==> src/rtl/tcw_pkg.sv <==
// Package for the text console writer: transfer structs, job codes and
// fixed field widths. No dependencies.
`timescale 1ns / 1ps

package tcw_pkg;

  // Fixed field widths of the ports
  localparam int ROW_W  = 5;
  localparam int COL_W  = 7;
  localparam int WORD_W = 16;

  // Action codes on the command port
  localparam logic [1:0] ACT_PUT   = 2'd0;
  localparam logic [1:0] ACT_CLEAR = 2'd1;
  localparam logic [1:0] ACT_READ  = 2'd2;

  // Character codes and register reset
  localparam logic [7:0] NL_CODE    = 8'h0A;
  localparam logic [7:0] SPACE_CODE = 8'h20;
  localparam logic [7:0] ATTR_RESET = 8'h03;

  // Depth of the job queue between front and back
  localparam int QUEUE_DEPTH = 2;

  typedef struct packed {
    logic [1:0]        action;
    logic [WORD_W-1:0] char_word;
    logic [ROW_W-1:0]  read_row;
    logic [COL_W-1:0]  read_col;
  } cmd_t;

  typedef struct packed {
    logic [ROW_W-1:0]  cursor_row;
    logic [COL_W-1:0]  cursor_col;
    logic [WORD_W-1:0] read_data;
    logic              scrolled;
  } res_t;

  // Classified job as the back end sees it
  typedef enum logic [2:0] {
    JOB_PUT,
    JOB_NEWLINE,
    JOB_CLEAR,
    JOB_READ,
    JOB_NOP
  } job_e;

  typedef struct packed {
    job_e              op;
    logic [WORD_W-1:0] word;
    logic [ROW_W-1:0]  row;
    logic [COL_W-1:0]  col;
  } job_t;

endpackage

==> src/rtl/tcw_front.sv <==
// Front end of the console writer: command transfer, attribute register
// and classification of each command into a job. Depends on tcw_pkg.
`timescale 1ns / 1ps

module tcw_front
  import tcw_pkg::*;
#(
  parameter int COLUMNS = 80,
  parameter int ROWS    = 25
) (
  input  logic       clk_i,
  input  logic       rst_ni,
  input  logic       start_i,
  output logic       busy_o,
  input  cmd_t       cmd_i,
  input  logic       cfg_valid_i,
  output logic       cfg_ready_o,
  input  logic [7:0] cfg_data_i,
  input  logic       q_full_i,
  input  logic       wipe_busy_i,
  output logic       push_o,
  output job_t       job_o
);

  logic [7:0] attr_q;
  logic       read_ok;

  // Attribute register, always writable
  assign cfg_ready_o = 1'b1;

  always_ff @(posedge clk_i or negedge rst_ni) begin
    if (!rst_ni) begin
      attr_q <= ATTR_RESET;
    end else if (cfg_valid_i && cfg_ready_o) begin
      attr_q <= cfg_data_i;
    end
  end

  // Hold commands off while the queue is full or the store is being wiped
  assign busy_o = q_full_i || wipe_busy_i;
  assign push_o = start_i && !busy_o;

  assign read_ok = (int'(cmd_i.read_row) < ROWS) && (int'(cmd_i.read_col) < COLUMNS);

  // Classify: fill in attributes, spot newlines, drop reads off the screen
  always_comb begin
    job_o.op   = JOB_NOP;
    job_o.word = cmd_i.char_word;
    job_o.row  = cmd_i.read_row;
    job_o.col  = cmd_i.read_col;
    case (cmd_i.action)
      ACT_PUT: begin
        if (cmd_i.char_word[15:8] == 8'h00) begin
          job_o.word = {attr_q, cmd_i.char_word[7:0]};
        end
        job_o.op = (cmd_i.char_word[7:0] == NL_CODE) ? JOB_NEWLINE : JOB_PUT;
      end
      ACT_CLEAR: begin
        job_o.op   = JOB_CLEAR;
        job_o.word = {attr_q, SPACE_CODE};
      end
      ACT_READ: begin
        job_o.op = read_ok ? JOB_READ : JOB_NOP;
      end
      default: begin
        job_o.op = JOB_NOP;
      end
    endcase
  end

endmodule

==> config.mk <==
export PLATFORM = sky130hd
export DESIGN_NAME = tcw_front
export DESIGN_NICKNAME = d
export VERILOG_FILES = /design/src/rtl/tcw_pkg.sv /design/src/rtl/tcw_front.sv
export SDC_FILE = /design/constraint.sdc
export NUM_CORES = 1
export LEC_CHECK = 0
export ABC_AREA = 1
export BUFFER_PORTS_ARGS = -buffer_cell sky130_fd_sc_hd__buf_2
export CORE_MARGIN = 2
export CORE_UTILIZATION = 36
export CTS_BUF_LIST = sky130_fd_sc_hd__clkbuf_8 sky130_fd_sc_hd__clkbuf_16
export DETAILED_ROUTE_END_ITERATION = 16
export PLACE_DENSITY = 0.78
export RECOVER_POWER = 100
export SYNTH_ARGS = -nofsm -noshare
export SYNTH_HDL_FRONTEND = slang
export SYNTH_SLANG_ARGS = --single-unit
==> constraint.sdc <==
create_clock -name clk_i -period 0.9 [get_ports clk_i]
set_input_delay 0 -clock clk_i [delete_from_list [all_inputs] [get_ports clk_i]]
set_output_delay 0 -clock clk_i [all_outputs]
set_load 0.005 [all_outputs]
# ---- Yosys cells after proc, flatten, opt, wreduce, memory -nomap -nowiden
# Cells that the tools add are included.
dict set report op_classes {
  n_eq_ne 3
  mux 5
  n_reduce_logical 6
  order_cmp 2
}
# op count
set op_table {}
lappend op_table {{one-hot mux 16 bit (2 select lines)} 1}
lappend op_table {{two-way mux 16 bit} 1}
lappend op_table {{one-hot mux 3 bit (3 select lines)} 1}
lappend op_table {{== test 8 x 4 -> 1 bit, second input constant} 1}
lappend op_table {{logical NOT 8 bit} 1}
lappend op_table {{less-than comparator 7 bit, second input constant} 1}
lappend op_table {{less-than comparator 5 bit, second input constant} 1}
lappend op_table {{two-way mux 3 bit} 1}
lappend op_table {{== test 2 x 1 -> 1 bit, second input constant} 1}
lappend op_table {{== test 2 bit, second input constant} 1}
lappend op_table {{logical AND 1 bit} 2}
lappend op_table {{logical NOT 2 bit} 1}
lappend op_table {{logical NOT 1 bit} 1}
lappend op_table {{logical OR 1 bit} 1}
lappend op_table {{two-way mux 1 bit} 1}
dict set report word_totals {
  ff_bits 8
  out_inout_bits 34
  wordCells 17
  inputBits 44
}

# ---- Longest topological paths before layout
# Gate-level depths: netlist of run 1.
dict set report depth {
  depth_word 4
  depth_mapped 7
  depth_no_buf 7
}

# ---- Worst setup path after synthesis of run 1
# Ideal clock, no wire load.
dict set report synth_path {
  kind {flip-flop to output port}
  start {reg attr_q[0]}
  end {out job_o[20] in the netlist's numbering}
  path_stages_with_launch 5
  arrival_ns 0.762
  required_ns 0.900
  n_path_buf 0
  slack_ns 0.138
  path_cell_list {dfstp_2 -> inv_1 -> o22ai_1 -> inv_1 -> nand2_1}
}
# element line_no
set synth_lines {}
lappend synth_lines {{start, declared} tcw_front.sv:25} ;# logic [7:0] attr_q;
lappend synth_lines {{start signal, assigned} tcw_front.sv:35} ;# attr_q <= cfg_data_i;
lappend synth_lines {{end, declared} tcw_front.sv:22} ;# output job_t job_o

==> results of run 1 <==
-- layout by cell type, fill, tap and decap left out --
cell type | netlist | layout
o21ai_2 | 0 | 1
nand4_1 | 1 | 1
nor2_2 | 1 | 1
o21ai_0 | 9 | 4
buf_1 | 0 | 1
nor2_4 | 1 | 1
dlygate4sd3_1 | 0 | 9
buf_6 | 0 | 1
conb_1 | 1 | 1
inv_2 | 2 | 3
or2_1 | 1 | 1
nand3_1 | 2 | 2
o22ai_2 | 0 | 3
inv_1 | 34 | 34
buf_2 | 1 | 55
dfrtp_1 | 6 | 6
a31oi_1 | 1 | 1
buf_4 | 13 | 13
nand2_1 | 47 | 47
o21ai_1 | 0 | 4
dfstp_2 | 2 | 2
o22ai_1 | 8 | 5
nor2_1 | 13 | 13
nand2_4 | 1 | 1
nor3_1 | 2 | 2
clkbuf_1 | 0 | 12
or2_2 | 1 | 1
clkbuf_4 | 0 | 1
clkbuf_8 | 0 | 3
-- power by group through the flow --
stage / clock network (uW) / registers (uW) / logic [uW]
after floorplan: 0 / 417 / 231
after global placement: 0 / 419 / 404
after detailed placement: 0 / 420 / 408
after CTS: 435 / 418 / 501
after global routing: 461 / 422 / 593
final: 431 / 418 / 526
-- logic make-up after synthesis --
family	after synthesis
DFF	8
other	1
and+or+nand+nor	70
buffers and inverters	50
AOI/OAI and AO/OA	18
-- how the worst min path moves through the flow --
stage / slack, ns / end / cells after the start / start
finish: 0.000002 / job_o[1] / 0 / cmd_i[1]
global route: 0.000008 / job_o[1] / 0 / cmd_i[1]
CTS: 0.00003 / job_o[2] / 0 / cmd_i[2]
detailed placement: -0.16 / attr_q[5] / 1 / rst_ni
global placement: -0.15 / attr_q[5] / 1 / rst_ni
floorplan: -0.30 / attr_q[2] / 0 / rst_ni
-- per-layer routing --
layer	GRT usage	routed length, microns	up-vias
met5	0	0	-
met1	0.1986	926	475
met4	0.05128	16	0
met3	0.01143	180	2
li1	-	-	589
met2	0.3186	1164	48
-- layout make-up --
class | instances | share of cell area
clock buffer | 3 | 0.03016
clock inverter | 1 | 0.002742
inverter | 36 | 0.09872
multi-input combinational | 89 | 0.3071
sequential | 8 | 0.1481
tap | 28 | 0.02559
timing repair buffer | 92 | 0.3876
-- through the flow --
| stage | TNS [ns] | utilization | area [sq um] |
|---|---|---|---|
| floorplan | 0 | - | 838.3 |
| global placement | 0 | 0.5091 | 1126 |
| detailed placement | 0 | 0.5091 | 1126 |
| CTS | -0.6189 | 0.6075 | 1344 |
| global route | -1.260 | 0.6188 | 1369 |
| finish | -0.7478 | 0.6188 | 1369 |
-- repair_timing --
item,CTS,global route
hold endpoints to repair,16,0
setup endpoints to repair,8,13
hold buffers,9,0
gates resized for setup,5,11
pin swaps,15,4
buffers inserted,11,3
==> results.json, run 1 <==
{
  "status": "finished with violations",
  "violations": "setup timing",
  "cellInternalPower_uw": 977.4,
  "avgSynthCellArea_sq_um": 5.703,
  "drive_above_1_share": 0.3755,
  "pwr-share-clk": 0.313,
  "yosys.area_share.xor_xnor": 0,
  "nFillCells": 228,
  "hpwl_mm": 1.683,
  "synth_edf_count": 0,
  "endpoint_kind": "output port",
  "finalMaxSlewViolations": 0,
  "antenna_cells": 0,
  "switching_share": 0.2892,
  "drc": 0,
  "fin_ws_ns": -0.1885,
  "regMostFlops": "attr_q",
  "grt_pass1_vias": 928,
  "largest_register_ffs": 8,
  "ys_ff_latch": 8,
  "setup_viol": 8,
  "drt-initial-drc-count": 9,
  "p_leak_uw": 0.0008291,
  "whs_ns": 0.000002266,
  "critical_path_depth": 5,
  "final-hold-violation-count": 0,
  "r2r-end": "attr_q[5]",
  "power_uw": 1375,
  "critical_path_class": "flip-flop to output port",
  "min_period_ns": 1.088,
  "cp_top_family": "flip-flops",
  "cpPeakStageDelay_ns": 0.53,
  "vias": 1114,
  "r2r_slack_ns": 0.03,
  "yosysMostFrequentCell": "nand2_1",
  "syn_inst": 147,
  "path_clk_slew_ns": 0.04,
  "synth_top_family_by_area": "simple AND/OR/NAND/NOR gates",
  "timing.critical_path.to": "job_o[21]",
  "muxShareOfSynthArea": 0,
  "numClockSinks": 8,
  "grt_usage": 0.1677,
  "max_freq_ghz": 0.9187,
  "clk_latency_ns": 0.22,
  "io_pins": 78,
  "rsz0062_at_grt": "true",
  "root_buffer": "clkbuf_8",
  "slowest_stage": "dfstp_2",
  "finalCritPeriodShare": 1.209,
  "synth_common_cells": "nand2_1 (47), inv_1 (34), buf_4 (13), nor2_1 (13), o21ai_0 (9)",
  "critPathBufInv": 3,
  "overflow": 0,
  "regToRegStartpoint": "attr_q[5]",
  "startpoint_type": "flip-flop",
  "gp_congestion": 0.7585,
  "h-tree-depth": 1,
  "synth_fp_nets": 191,
  "cp_max_fo": 2,
  "async_flop_share": 1.000,
  "clockBufferDepth": 2,
  "power_frac_seq": 0.304,
  "final_nets": 274,
  "netSwitchingPower_uw": 397.7,
  "cts_tree": "done",
  "ys.flop_type": "dfrtp_1",
  "startpoint": "attr_q[1]",
  "fp.coreArea_sq_mm": 0.002212,
  "worst_ep_arrival_time_ns": 1.09,
  "drv_cap": 0,
  "synth_cell_types": 20,
  "yosysTopAreaCellShare": 0.2104,
  "die_area_sq_mm": 0.002731,
  "placed_cells": 231,
  "dr.pass1.iters": 4,
  "skew_ns": 0,
  "min-delay-path-class": "input port to output port",
  "synthTopCellsByArea": "nand2_1 (21%), dfrtp_1 (18%), inv_1 (15%)",
  "ys_seq_area_frac": 0.2418,
  "yosys.area_share.simple": 0.3493,
  "reg.largest.list": "attr_q x8",
  "syn_to_final_growth_pct": 63.28,
  "route.antenna.remaining_nets": 0,
  "numCtsBuffers": 3,
  "post-place-ws_ns": 0.02464,
  "p_per_area_mw_per_mm2": 1005,
  "initial_core_util": 0.3790,
  "antenna_found_initial": 0,
  "drt-wirelength-per-cell_microns": 8.899,
  "multi_input_area_sq_um": 420.4,
  "rr_worst_depth": 4,
  "synthAdderAreaFrac": 0,
  "netlist_area_sq_um": 838.3,
  "cp.required_ns": 0.90,
  "finalWirelength_mm": 2.287,
  "ys_warn_count": 0,
  "worstPathCellList": "inv_2 -> o22ai_1 -> inv_1 -> nand2_1 -> buf_2",
  "rows": 17,
  "max-vdd-ir-drop_v": 0.0009180,
  "regArea_sq_um": 202.7,
  "synth_compound_area_frac": 0.1209,
  "die_w_microns": 52.26,
  "finalNonFillerCells": 257,
  "die_h_microns": 52.26,
  "portBuffers": 68,
  "p_comb_frac": 0.383,
  "grt_max_degree": 17,
  "vias_per_cell": 4.335,
  "synth_largest_area_cell": "nand2_1",
  "grt_pass1_wl_mm": 3.519
}
(Power assumes the default switching activity.)
==> run 2: changes to the inputs <==
--- a/config.mk
+++ b/config.mk
@@ -13,6 +13,7 @@
 export DETAILED_ROUTE_END_ITERATION = 16
 export PLACE_DENSITY = 0.78
 export RECOVER_POWER = 100
+export REMOVE_ABC_BUFFERS = 1
 export SYNTH_ARGS = -nofsm -noshare
 export SYNTH_HDL_FRONTEND = slang
 export SYNTH_SLANG_ARGS = --single-unit
==> results.json, run 2 (synthesized netlist as in run 1, its figures left out) <==
{
  "use_met3": 0.03429,
  "p_per_area_mw_per_mm2": 1019,
  "regToRegStartpoint": "attr_q[1]",
  "rr_worst_depth": 3,
  "endpoint_kind": "output port",
  "initial_core_util": 0.3790,
  "startpoint_type": "flip-flop",
  "final-hold-violation-count": 1,
  "regMostFlops": "attr_q",
  "critical_path_depth": 5,
  "p_leak_uw": 0.0008012,
  "vias_per_cell": 4.341,
  "placed_area_sq_mm": 0.001119,
  "rows": 17,
  "reg.largest.list": "attr_q x8",
  "h-tree-depth": 1,
  "min-delay-path-class": "input port to flip-flop",
  "drt-wirelength-per-cell_microns": 9.349,
  "largest_register_ffs": 8,
  "hpwl_mm": 1.843,
  "status": "finished with violations",
  "gp_congestion": 0.7600,
  "grt_pass1_wl_mm": 3.822,
  "worstPathCellList": "inv_2 -> o22ai_2 -> inv_1 -> nand2_1 -> buf_2",
  "die_h_microns": 52.26,
  "vias": 1081,
  "fp.coreArea_sq_mm": 0.002212,
  "slowest_stage": "dfstp_2",
  "max-vdd-ir-drop_v": 0.0009722,
  "clockBufferDepth": 2,
  "finalNonFillerCells": 249,
  "drt-initial-drc-count": 8,
  "busiest_layer": "met2",
  "cpPeakStageDelay_ns": 0.53,
  "critPathBufInv": 3,
  "skew_ns": 0,
  "whs_ns": -0.003904,
  "power_uw": 1339,
  "max_freq_ghz": 0.9318,
  "io_pins": 78,
  "setup_viol": 8,
  "syn_to_final_growth_pct": 56.72,
  "path_clk_slew_ns": 0.04,
  "die_area_sq_mm": 0.002731,
  "dr.pass1.iters": 4,
  "overflow": 0,
  "grt_max_degree": 17,
  "min-delay-start": "cfg_data_i[2]",
  "cts_tree": "done",
  "numCtsBuffers": 3,
  "grt_usage": 0.1879,
  "fin_ws_ns": -0.1732,
  "cp_max_fo": 2,
  "finalCritPeriodShare": 1.192,
  "fin_area_sq_mm": 0.001314,
  "rsz0062_at_grt": "true",
  "root_buffer": "clkbuf_8",
  "drv_cap": 0,
  "antenna_found_initial": 0,
  "finalWirelength_mm": 2.328,
  "final_nets": 266,
  "finalMaxSlewViolations": 0,
  "placed_cells": 230,
  "layout_commonest_cell": "buf_2",
  "startpoint": "attr_q[1]",
  "fin_setup_tns_ns": -0.6692,
  "drive_above_1_share": 0.3891,
  "cp.required_ns": 0.90,
  "grtUsageMet2": 0.3629,
  "grtUsageMet1": 0.1961,
  "clk_latency_ns": 0.22,
  "layout.cells.most_common_list": "buf_2 (55), nand2_1 (47), inv_1 (33)",
  "worst_ep_arrival_time_ns": 1.07,
  "min_period_ns": 1.073,
  "grt_pass1_vias": 994,
  "cp_top_family": "flip-flops",
  "drc": 0,
  "route.antenna.remaining_nets": 0,
  "portBuffers": 68,
  "violations": "hold timing, setup timing",
  "numClockSinks": 8,
  "critical_path_class": "flip-flop to output port",
  "antenna_cells": 0,
  "die_w_microns": 52.26,
  "min_path_cells": 3
}
## run 2: report_power, final
group          leakage [uW]  internal (uW)  switching (uW)  total [uW]
clock             0.0000269            295             137         432
sequential        0.0000938            400            17.3         417
combinational      0.000680            252             238         490
## run 2: cell type report
| class | instances | area (sq um) |
|---|---|---|
| flip-flops and latches | 8 | 202.7 |
| fillers | 244 | 898.4 |
| multi-input cells | 89 | 430.4 |
| well taps | 28 | 35.03 |
| repair buffers | 84 | 465.4 |
| clock inverters | 1 | 3.754 |
| clock buffers | 3 | 41.29 |
| inverters | 36 | 135.1 |
## run 2: path summary, 6_finish.rpt
check | to | slack, ns
max in group asynchronous | attr_q[0] | 0.36
min | attr_q[2] | -0.004
min reg2reg | attr_q[5] | 0.54
max | job_o[21] | -0.17
min in group asynchronous | attr_q[5] | 0.21
max reg2reg | attr_q[1] | 0.03
## run 2: layer usage
| metal | share of wire | routed length (microns) |
|---|---|---|
| met1 | 0.37 | 870 |
| met2 | 0.52 | 1217 |
| met3 | 0.088 | 204 |
| met4 | 0.015 | 36 |
| met5 | 0 | 0 |
## run 2: repair_timing
action,CTS,global route
gates cloned,0,0
hold endpoints to repair,14,0
resized for setup,8,6
setup buffers,9,0
hold buffers,7,0
pin swaps,15,4
endpoints found under the setup margin,8,11
## run 2: tightest hold or removal path: cells and delay by family
family | cells | cell delay (ns)
AOI/OAI and AO/OA | 1 | 0.07
buffers and inverters | 1 | 0.07
and+or+nand+nor | 1 | 0.04
## run 2: stage by stage
stage	hold WS (ns)	setup WS (ns)	util
floorplan	-0.2956	0.1377	-
global placement	-0.1514	0.03851	0.5057
detailed placement	-0.1521	0.01516	0.5057
CTS	0.00004528	-0.1963	0.5928
global route	0.00003591	-0.2402	0.5939
finish	-0.003904	-0.1732	0.5939
