**config.mk**
```make
export PLATFORM = sky130hd
export DESIGN_NAME = tcw_queue
export DESIGN_NICKNAME = d
export VERILOG_FILES = /design/src/rtl/tcw_pkg.sv /design/src/rtl/tcw_queue.sv
export SDC_FILE = /design/constraint.sdc
export NUM_CORES = 1
export LEC_CHECK = 0
export ABC_AREA = 1
export BUFFER_PORTS_ARGS = -buffer_cell sky130_fd_sc_hd__buf_4
export CORE_MARGIN = 2
export CORE_UTILIZATION = 56
export CTS_CLUSTER_SIZE = 12
export DETAILED_ROUTE_END_ITERATION = 10
export PLACE_DENSITY = 0.84
export SLEW_MARGIN = 40
export SYNTH_ARGS = -nofsm -noshare
export SYNTH_HDL_FRONTEND = slang
export SYNTH_SLANG_ARGS = --single-unit
```
**constraint.sdc**
```tcl
create_clock -name clk_i -period 4 [get_ports clk_i]
set_clock_uncertainty 0.1 [all_clocks]
set_input_delay 0.4 -clock clk_i [delete_from_list [all_inputs] [get_ports clk_i]]
set_output_delay 0.4 -clock clk_i [all_outputs]
set_load 0.03 [all_outputs]
```
**src/rtl/tcw_pkg.sv**
```systemverilog
// Package for the text console writer: transfer structs, job codes and
// fixed field widths. No dependencies.
`timescale 1ns / 1ps

package tcw_pkg;

  // Fixed field widths of the ports
  localparam int ROW_W  = 5;
  localparam int COL_W  = 7;
  localparam int WORD_W = 16;

  // Action codes on the command port
  localparam logic [1:0] ACT_PUT   = 2'd0;
  localparam logic [1:0] ACT_CLEAR = 2'd1;
  localparam logic [1:0] ACT_READ  = 2'd2;

  // Character codes and register reset
  localparam logic [7:0] NL_CODE    = 8'h0A;
  localparam logic [7:0] SPACE_CODE = 8'h20;
  localparam logic [7:0] ATTR_RESET = 8'h03;

  // Depth of the job queue between front and back
  localparam int QUEUE_DEPTH = 2;

  typedef struct packed {
    logic [1:0]        action;
    logic [WORD_W-1:0] char_word;
    logic [ROW_W-1:0]  read_row;
    logic [COL_W-1:0]  read_col;
  } cmd_t;

  typedef struct packed {
    logic [ROW_W-1:0]  cursor_row;
    logic [COL_W-1:0]  cursor_col;
    logic [WORD_W-1:0] read_data;
    logic              scrolled;
  } res_t;

  // Classified job as the back end sees it
  typedef enum logic [2:0] {
    JOB_PUT,
    JOB_NEWLINE,
    JOB_CLEAR,
    JOB_READ,
    JOB_NOP
  } job_e;

  typedef struct packed {
    job_e              op;
    logic [WORD_W-1:0] word;
    logic [ROW_W-1:0]  row;
    logic [COL_W-1:0]  col;
  } job_t;

endpackage

```
**src/rtl/tcw_queue.sv**
```systemverilog
// Short job queue between the front and back ends of the console writer.
// Depends on tcw_pkg.
`timescale 1ns / 1ps

module tcw_queue
  import tcw_pkg::*;
(
  input  logic clk_i,
  input  logic rst_ni,
  input  logic push_i,
  input  job_t entry_i,
  output logic full_o,
  input  logic pop_i,
  output logic empty_o,
  output job_t head_o
);

  localparam int PW = (QUEUE_DEPTH > 1) ? $clog2(QUEUE_DEPTH) : 1;
  localparam int CNTW = $clog2(QUEUE_DEPTH + 1);

  job_t            store_q [QUEUE_DEPTH];
  logic [PW-1:0]   wptr_q, wptr_d;
  logic [PW-1:0]   rptr_q, rptr_d;
  logic [CNTW-1:0] count_q, count_d;

  assign full_o  = (count_q == CNTW'(QUEUE_DEPTH));
  assign empty_o = (count_q == '0);
  assign head_o  = store_q[rptr_q];

  // Pointer and fill count update
  always_comb begin
    wptr_d  = wptr_q;
    rptr_d  = rptr_q;
    count_d = count_q;
    if (push_i) begin
      wptr_d = (wptr_q == PW'(QUEUE_DEPTH - 1)) ? '0 : wptr_q + 1'b1;
    end
    if (pop_i) begin
      rptr_d = (rptr_q == PW'(QUEUE_DEPTH - 1)) ? '0 : rptr_q + 1'b1;
    end
    if (push_i && !pop_i) begin
      count_d = count_q + 1'b1;
    end else if (pop_i && !push_i) begin
      count_d = count_q - 1'b1;
    end
  end

  always_ff @(posedge clk_i or negedge rst_ni) begin
    if (!rst_ni) begin
      wptr_q  <= '0;
      rptr_q  <= '0;
      count_q <= '0;
    end else begin
      wptr_q  <= wptr_d;
      rptr_q  <= rptr_d;
      count_q <= count_d;
    end
  end

  // Entry storage, no reset needed
  always_ff @(posedge clk_i) begin
    if (push_i) begin
      store_q[wptr_q] <= entry_i;
    end
  end

endmodule

```
## After elaboration in Yosys (flattened, before gate mapping)

Memory sizes are Yosys's and may differ from the RTL's.
Cells that the tools add are included.

- Flip-flop bits (word level): 4
- Bits in writable memories: 62
- Input port bits: 35
- Output and inout bits: 33
- Logic and storage cells: 21
- Memories kept: 1

Memory list:

| memory | depth | width | rd ports | clocked after Yosys merged registers in | wr ports | RTL line | text |
|---|---|---|---|---|---|---|---|
| store_q | 2 | 31 | 1 | 0 | 1 | tcw_queue.sv:21 | `job_t store_q [QUEUE_DEPTH];` |

- Add/subtract/negate cells: 4
- Equal/unequal tests: 1
- Multiplexer cells: 6
- Reduce and logical (&&, ||, !) cells: 6

Operator list:

| cell | number |
|---|---|
| 2-to-1 mux 1 bit | 4 |
| 2-to-1 mux 2 bit | 2 |
| adder 1 bit (second input constant) | 2 |
| adder 2 x 1 -> 2 bit (second input constant) | 1 |
| equality test 2 bit (second input constant) | 1 |
| logical AND 1 bit | 2 |
| logical NOT 1 bit | 2 |
| logical NOT 2 bit | 1 |
| nonzero test 2 bit | 1 |
| subtractor 2 x 1 -> 2 bit (second input constant) | 1 |

## Longest topological paths before layout

Gate-level depths: netlist of run 1.

- Depth in word-level cells: 4
- Mapped depth: 7
- Gate-level depth less buffers: 7

## Least setup slack after synthesis of run 1

Ideal clock, no wire load.

- Path kind: input port to flip-flop
- Start: in push_i
- End: mem store_q[0][0] (netlist bit), enable pin
- Library setup time: 420 ps
- Data arrival time: 1747 ps
- Data required time: 3480 ps
- Setup slack: 1733 ps
- Stages on the path: 2
- Buffers on the path: 0
- Cells stage by stage: inv_1 nor2_1

- Cells in the longest elaborated chain, start to end: 2

RTL lines:

| element | RTL line | text |
|---|---|---|
| start: declaration | tcw_queue.sv:10 | `input logic push_i,` |
| 2-to-1 mux 1 bit | tcw_queue.sv:62 | `if (push_i) begin` |
| 2-to-1 mux 1 bit (implied by the code) | tcw_queue.sv:63 | `store_q[wptr_q] <= entry_i;` |
| end: declaration | tcw_queue.sv:21 |  |

No other way between the ends.

==> results of run 1 <==
==> layout make-up <==
cell class	count	area, um^2
repair buffers	69	528
well taps	52	65.1
flip-flops and latches	66	1970
clock buffers	10	128
multi-input cells	45	546
inverters	7	26.3
fillers	267	1110
clock inverters	5	46.3
==> per-layer routing <==
metal  vias to the layer above  global-route usage [%]  wire length (um)
met5                         -                       0                 0
met1                       595                    19.2              1630
met2                        52                    29.6              2190
met4                         0                    9.43                55
met3                         8                    6.39               323
li1                        609                       -                 -
==> power by group through the flow <==
stage / combinational (mW) / clock (mW) / sequential [mW]
after floorplan: 0.783 / 0 / 0.972
after detailed placement: 0.920 / 0 / 1.08
final: 0.924 / 0.496 / 1.06
after global placement: 0.908 / 0 / 1.06
after global routing: 0.969 / 0.541 / 1.08
after CTS: 0.926 / 0.507 / 1.06
==> per-stage QoR <==
step | area, um^2 | setup WS [ns]
finish | 3300 | 1.77
global route | 3300 | 1.69
CTS | 3290 | 1.74
detailed placement | 3110 | 2.12
global placement | 3100 | 1.92
floorplan | 2600 | 1.73
==> cell families after synthesis <==
logic type / Yosys count / synth area share, %
and+or+nand+nor: 10 / 1.59
adders and majority gates: 1 / 0.482
buffers and inverters: 11 / 3.76
muxes: 31 / 17.6
DFF: 66 / 75.5
xor gates and xnor gates: 3 / 1.01
==> what timing repair did <==
| item | CTS | global route |
|---|---|---|
| endpoints found under the setup margin | 0 | 0 |
| hold endpoints to repair | 4 | 0 |
| hold buffers | 1 | 0 |
==> cell usage after synthesis <==
library cell,instances
buf_12,3
buf_6,1
dfrtp_1,4
edfxtp_1,62
ha_1,1
inv_1,7
mux2_2,2
mux2_4,29
nand2_1,5
nand3_1,1
nand4_1,1
nor2_1,3
xnor2_1,1
xor2_1,2
==> flip-flops by register name, indices dropped and copies added, names as in the netlist <==
signal and count:
wptr_q 1, rptr_q 1, store_q 62, count_q 2
==> placed cells by master, fill, tap and decap left out, types with 2 or more instances in the layout <==
| cell | instances |
|---|---|
| mux2_2 | 2 |
| nand2_1 | 5 |
| nor2_1 | 2 |
| buf_4 | 67 |
| edfxtp_1 | 62 |
| mux2_4 | 29 |
| clkinv_1 | 3 |
| xor2_1 | 2 |
| inv_1 | 6 |
| dfrtp_1 | 3 |
| clkbuf_8 | 9 |
==> final timing paths <==
check                            startpoint             end  slack, ns  cells past startpoint
worst max-delay path                 rptr_q      head_o[11]       1.77                      2
worst min-delay path            entry_i[19]  store_q[0][19]       0.16                      1
worst max register to register       wptr_q   store_q[0][7]       2.45                      2
worst min register to register   count_q[1]      count_q[1]       0.43                      2
max in group asynchronous            rst_ni          rptr_q       3.35                      2
min in group asynchronous            rst_ni          wptr_q       0.33                      2
==> worst max-delay path, cell delays in order (launching register included) <==
cell and delay (ns):
dfrtp_4 0.81, mux2_2 0.42, buf_4 0.17
==> impl_metrics.json, run 1 <==
{
  "fin_crit_sh_pct": 55.8,
  "grt.total_usage_pct": 17.5,
  "cts.reportedPaths.clkPinSlew_ns": 0.07,
  "syn_to_final_growth_pct": 27.2,
  "hp-class": "in2reg",
  "end_kind": "primary output",
  "maxCapViolations": 0,
  "p_int_mw": 1.64,
  "cp_data_required_time_ns": 3.50,
  "cts_buffers": 9,
  "final_cells": 254,
  "die_w_um": 72.1,
  "tightest_slew_ns": 0.692,
  "peakVddDrop_v": 0.000533,
  "post-route-min-period_ns": 2.23,
  "core_um2": 4410,
  "cts_tree": "built",
  "layout-drive-gt1-share_pct": 55.9,
  "rows": 24,
  "grt_overflow_total": 0,
  "cp.arrival_ns": 1.73,
  "pin_count": 68,
  "ys_warn_count": 0,
  "synth-seq-cells": 66,
  "cts-root-buf": "clkbuf_8",
  "netlist_area_um2": 2600,
  "fin_util_pct": 74.9,
  "finalHoldViolations": 0,
  "synth_nets": 158,
  "cts_resized": 0,
  "h-tree-depth": 3,
  "grt_pass1_wl_um": 6350,
  "antenna_found_initial": 0,
  "path_max_fanout": 32,
  "gp_congestion": 0.655,
  "synth_cell_type_count": 14,
  "dp_hpwl_um": 2660,
  "p_per_area_nw_per_um2": 750,
  "netSwitchingPower_mw": 0.836,
  "insertion_delay_ns": 0.32,
  "fin_setup_tns_ns": 0,
  "ys_seq_area_share_pct": 75.5,
  "postCtsSetupBuffers": 0,
  "ant_nets": 0,
  "rsz0062_at_grt": "false",
  "diodes": 0,
  "cts_sinks": 66,
  "drc": 0,
  "finalWirelength_um": 4200,
  "drt_first_pass_iters": 4,
  "p_leak_nw": 1.37,
  "hold_ws_ns": 0.160,
  "grt_pass1_vias": 1359,
  "initial_core_util_pct": 58.8,
  "via_per_inst": 4.98,
  "total_power_mw": 2.48,
  "power.share.sequential_pct": 42.7,
  "switching_share_pct": 33.7,
  "status": "finished clean",
  "fin_nets": 234,
  "slew-limit-headroom_pct": 53.8,
  "clock.fmax_mhz": 448,
  "critPathLaunchType": "register",
  "syn_avg_cell_area_um2": 21.3,
  "dp.cells": 237,
  "combPwrFrac_pct": 37.3,
  "finalSetupViolCount": 0,
  "grt_start_max_net_pins": 33,
  "num_vias": 1264,
  "synth_top_area_share_pct": 71.7,
  "cts_buffer_depth": 2,
  "synthTopCellsByArea": "edfxtp_1, mux2_4, dfrtp_1, buf_12, inv_1",
  "synth_area_leader_cell": "edfxtp_1",
  "p_clk_share_pct": 20.0,
  "die_h_um": 72.1,
  "die_area_um2": 5200,
  "initialDrtViolationCount": 74,
  "wl_per_cell_um": 16.5,
  "worst-setup-path-type": "reg2out",
  "slew_viol_final": 0,
  "numPortBuffers": 67,
  "postSynthCellCount": 122
}
No activity file was read; power rests on OpenSTA's default activity.
==> run 2, diff against run 1 <==
Settings changed: CORE_UTILIZATION 56 to 52, PLACE_DENSITY 0.84 to 0.79.
Clock period 4 ns to 2.2 ns, I/O delays scaled along.
==> impl_metrics.json, run 2 (synthesis gave the netlist of run 1 again) <==
{
  "pin_count": 68,
  "finalSetupViolCount": 0,
  "fin_crit_sh_pct": 94.1,
  "p_leak_nw": 1.56,
  "fin_nets": 270,
  "worst-setup-path-type": "reg2out",
  "slowest_stage": "dfrtp_2",
  "ant_nets": 0,
  "hp-class": "in2async",
  "initialDrtViolationCount": 104,
  "h-tree-depth": 3,
  "cts_sinks": 66,
  "mostFrequentLayoutCells": "buf_4, edfxtp_1, dlygate4sd3_1",
  "p_per_area_nw_per_um2": 1310,
  "critPathLaunchType": "register",
  "grt_pass1_wl_um": 6860,
  "drc": 0,
  "antenna_found_initial": 0,
  "end_kind": "primary output",
  "rsz0062_at_grt": "false",
  "layout-drive-gt1-share_pct": 50.2,
  "diodes": 0,
  "grt_overflow_total": 0,
  "num_vias": 1432,
  "slew_viol_final": 0,
  "drt_first_pass_iters": 4,
  "cts_buffers": 9,
  "layout_setup_ws_ns": 0.131,
  "syn_to_final_growth_pct": 44.7,
  "gp_congestion": 0.646,
  "rows": 25,
  "maxCapViolations": 0,
  "core_um2": 4750,
  "crit_path_cell_trace": "buf_12 > mux2_4 > buf_4",
  "slew-limit-headroom_pct": 68.7,
  "insertion_delay_ns": 0.33,
  "finalHoldViolations": 0,
  "top_register": "store_q",
  "via_per_inst": 4.68,
  "cts_resized": 0,
  "grt.total_usage_pct": 17.7,
  "cp.arrival_ns": 1.75,
  "largest_reg_flops": 62,
  "initial_core_util_pct": 54.6,
  "path_max_fanout": 18,
  "wl_per_cell_um": 15.0,
  "fin_setup_tns_ns": 0,
  "cts_tree": "built",
  "grt_pass1_vias": 1475,
  "path_buf_inv": 2,
  "cts.reportedPaths.clkPinSlew_ns": 0.07,
  "slowest_delay_ns": 0.67,
  "cp_top_family": "flip-flops",
  "grt_start_max_net_pins": 19,
  "die_area_um2": 5580,
  "peakVddDrop_v": 0.000938,
  "rrSetupSlack_ns": 0.75,
  "hold_ws_ns": 0.118,
  "clock.fmax_mhz": 483,
  "cts-root-buf": "clkbuf_8",
  "post-route-min-period_ns": 2.07,
  "place_ws_ns": 0.489,
  "tightest_slew_ns": 0.469,
  "cp_data_required_time_ns": 1.88,
  "final_common_cell": "buf_4",
  "cts_buffer_depth": 2,
  "finalWirelength_um": 4590,
  "largest_registers": "store_q x62, count_q x2",
  "status": "finished clean",
  "die_w_um": 74.7,
  "die_h_um": 74.7,
  "dp_hpwl_um": 2760,
  "numPortBuffers": 67
}
## run 2: repair_timing
item,in CTS,in global routing
buffers inserted,0,0
endpoints found under the hold margin,68,0
hold buffers,34,0
## run 2: final cells by class
type / count / area (um^2)
Tap cell: 67 / 83.8
Multi-Input combinational cell: 45 / 546
Sequential cell: 66 / 1960
Clock buffer: 9 / 124
Fill cell: 267 / 997
Inverter: 7 / 26.3
Timing Repair Buffer: 105 / 898
Clock inverter: 7 / 116
## run 2: metal layers
layer | track usage, % | routed length [um]
met5 | 0 | 0
met4 | 6.55 | 36
met3 | 7.23 | 252
met2 | 29.9 | 2390
met1 | 20.6 | 1920
## run 2: path summary, 6_finish.rpt
path | from | end | cells past startpoint
worst min-delay path | rst_ni | count_q[1] | 2
worst min register to register | count_q[1] | count_q[1] | 2
max in group asynchronous | rst_ni | rptr_q | 2
min in group clk_i | count_q[1] | count_q[1] | 2
worst max register to register | wptr_q | store_q[0][25] | 2
worst max-delay path | rptr_q | head_o[20] | 3
## run 2: metrics by stage
| step | instance area, um^2 | cells | util (%) | total power, mW |
|---|---|---|---|---|
| 5_1_grt | 3760 | 306 | 79.0 | 5.14 |
| 2_1_floorplan | 2600 | 122 | - | 3.19 |
| 6_report | 3760 | 306 | 79.0 | 4.92 |
| 3_3_place_gp | 3180 | 256 | 66.8 | 3.64 |
| 4_1_cts | 3760 | 306 | 79.0 | 4.95 |
| 3_5_place_dp | 3180 | 256 | 66.8 | 3.69 |
## run 2: report_power, final
part           switching [mW]  internal, mW  total [mW]
Combinational           0.981         0.891        1.87
Sequential              0.164          1.67        1.84
Clock                   0.459         0.752        1.21
==> run 3, diff against run 2 <==
Settings changed: ABC_AREA 1 to not set, PLACE_DENSITY 0.79 to 0.9.
==> impl_metrics.json, run 3 <==
{
  "status": "finished clean",
  "slowest_delay_ns": 0.38,
  "p_clk_share_pct": 20.9,
  "synth_edf_count": 62,
  "r2r_start": "wptr_q",
  "postCtsSetupBuffers": 0,
  "layout-drive-gt1-share_pct": 52.2,
  "synth_top_cells_by_count": "edfxtp_1, mux2_4, dfrtp_1, xor2_1, buf_12",
  "final_common_cell": "buf_4",
  "cts_resized": 0,
  "grt_start_max_net_pins": 23,
  "netSwitchingPower_mw": 1.58,
  "synth_cell_type_count": 13,
  "grt_overflow_total": 0,
  "cts-root-buf": "clkbuf_8",
  "total_power_mw": 4.65,
  "power.share.sequential_pct": 38.0,
  "via_per_inst": 4.62,
  "largest_reg_flops": 62,
  "r2r_cells": 2,
  "finalHoldViolations": 0,
  "die_area_um2": 5540,
  "die_w_um": 74.4,
  "drc": 0,
  "hp-class": "in2async",
  "layout_setup_ws_ns": 0.276,
  "netlist_area_um2": 2580,
  "combPwrFrac_pct": 41.1,
  "end_kind": "primary output",
  "slew-limit-headroom_pct": 73.4,
  "fin_crit_sh_pct": 87.5,
  "rows": 25,
  "largest_registers": "store_q x62, count_q x2",
  "num_vias": 1380,
  "top_register": "store_q",
  "syn_to_final_growth_pct": 42.6,
  "critPathLaunchType": "register",
  "finalWirelength_um": 4880,
  "fin_util_pct": 77.3,
  "cts_tree": "built",
  "fillers": 286,
  "grt.total_usage_pct": 18.7,
  "diodes": 0,
  "grt_pass1_wl_um": 7290,
  "slowest_stage": "mux2_2",
  "fin_setup_tns_ns": 0,
  "grt_pass1_vias": 1518,
  "antenna_found_initial": 0,
  "clock.fmax_mhz": 520,
  "p_int_mw": 3.07,
  "p_per_area_nw_per_um2": 1270,
  "cp.arrival_ns": 1.60,
  "rsz0062_at_grt": "false",
  "h-tree-depth": 3,
  "synth_nets": 149,
  "crit_top_cell": "buf_4",
  "drt_first_pass_iters": 4,
  "yosysMostFrequentCell": "edfxtp_1",
  "gp_congestion": 0.655,
  "synth_top_area_share_pct": 72.2,
  "cts.reportedPaths.clkPinSlew_ns": 0.07,
  "ant_nets": 0,
  "dp_hpwl_um": 3190,
  "p_leak_nw": 1.51,
  "fin_nets": 263,
  "ys_warn_count": 0,
  "switching_share_pct": 34.0,
  "synth_area_leader_cell": "edfxtp_1",
  "cp_top_family": "buffers and inverters",
  "die_h_um": 74.4,
  "yosys_most_used_dff": "edfxtp_1",
  "path_max_fanout": 22,
  "tightest_slew_ns": 0.399,
  "crit_path_cell_trace": "buf_4 > mux2_2 > buf_4",
  "ys_seq_area_share_pct": 76.1,
  "cp.depth": 3,
  "cp_data_required_time_ns": 1.88,
  "cts_hold_repair.buffers": 34,
  "worst-setup-path-type": "reg2out",
  "cts_buffer_depth": 2,
  "cts_buffers": 9,
  "mostFrequentLayoutCells": "buf_4, edfxtp_1, dlygate4sd3_1",
  "initialDrtViolationCount": 80,
  "numPortBuffers": 67,
  "cts_sinks": 66,
  "insertion_delay_ns": 0.33,
  "rrSetupSlack_ns": 0.97,
  "pin_count": 68,
  "wl_per_cell_um": 16.3,
  "ys_async_sr_fraction_pct": 6.06,
  "path_buf_inv": 2,
  "slew_viol_final": 0,
  "post-route-min-period_ns": 1.92,
  "cp-endpoint": "head_o[10]",
  "initial_core_util_pct": 54.2,
  "peakVddDrop_v": 0.000823,
  "r2r-end": "store_q[0][0]",
  "finalSetupViolCount": 0,
  "synthTopCellsByArea": "edfxtp_1, mux2_4, dfrtp_1, buf_12, xor2_1",
  "postSynthCellCount": 113,
  "core_um2": 4750,
  "synth-seq-cells": 66,
  "place_ws_ns": 0.616,
  "maxCapViolations": 0,
  "crit_start": "rptr_q",
  "syn_avg_cell_area_um2": 22.8
}
==> run 3: changes by cell type in the layout (fill, tap and decap cells not counted), moves of 2 or more <==
cell and delta:
buf_12 -2, buf_4 +4, bufinv_16 -2, inv_1 -6, nand2_1 -5, xor2_1 +2
==> run 3: worst min path at each step <==
stage                       to  startpoint  cells past startpoint  slack [ns]
floorplan           count_q[0]      rst_ni                      0       -0.18
global placement    count_q[1]      rst_ni                      1       -0.08
detailed placement  count_q[1]      rst_ni                      1       -0.08
CTS                     wptr_q      rst_ni                      2        0.11
global route            wptr_q      rst_ni                      2        0.12
finish                  rptr_q      rst_ni                      2        0.12
==> run 3: cell families (layout without fill, tap and decap cells) <==
group / Yosys count / in the layout / share of synthesized area [%]
xor+xnor: 5 / 5 / 1.70
fa+ha+maj: 1 / 1 / 0.485
buf+inv: 5 / 124 / 2.91
flops: 66 / 66 / 76.1
mux: 31 / 31 / 17.8
simple gates: 5 / 5 / 1.02
==> run 3: per-layer routing <==
layer | vias to the layer above | track usage, % | wire, um
li1 | 660 | - | -
met1 | 672 | 20.5 | 1930
met2 | 44 | 34.4 | 2710
met3 | 4 | 4.61 | 190
met4 | 0 | 7.74 | 48
met5 | - | 0 | 0
==> run 3: final cells by class <==
type	count	area, um^2	share of cell area (%)
clock buffers	9	124	3.37
clock inverters	7	68.8	1.87
inverters	1	3.75	0.102
multi-input cells	42	543	14.8
flip-flops and latches	66	1960	53.4
well taps	67	83.8	2.28
repair buffers	107	888	24.2
==> run 3: stage by stage <==
step / instance area (um^2) / cells / hold slack, ns
CTS: 3670 / 299 / 0.112
detailed placement: 3140 / 249 / -0.0789
floorplan: 2580 / 113 / -0.176
global placement: 3140 / 249 / -0.0804
finish: 3670 / 299 / 0.122
global route: 3670 / 299 / 0.118
==> run 3: power by group through the flow <==
stage | Combinational [mW] | Sequential, mW | Clock (mW)
after floorplan | 1.42 | 1.77 | 0
after global placement | 1.84 | 1.77 | 0
after detailed placement | 1.88 | 1.80 | 0
after CTS | 1.93 | 1.77 | 0.990
after global routing | 2.01 | 1.79 | 1.05
final | 1.91 | 1.77 | 0.972
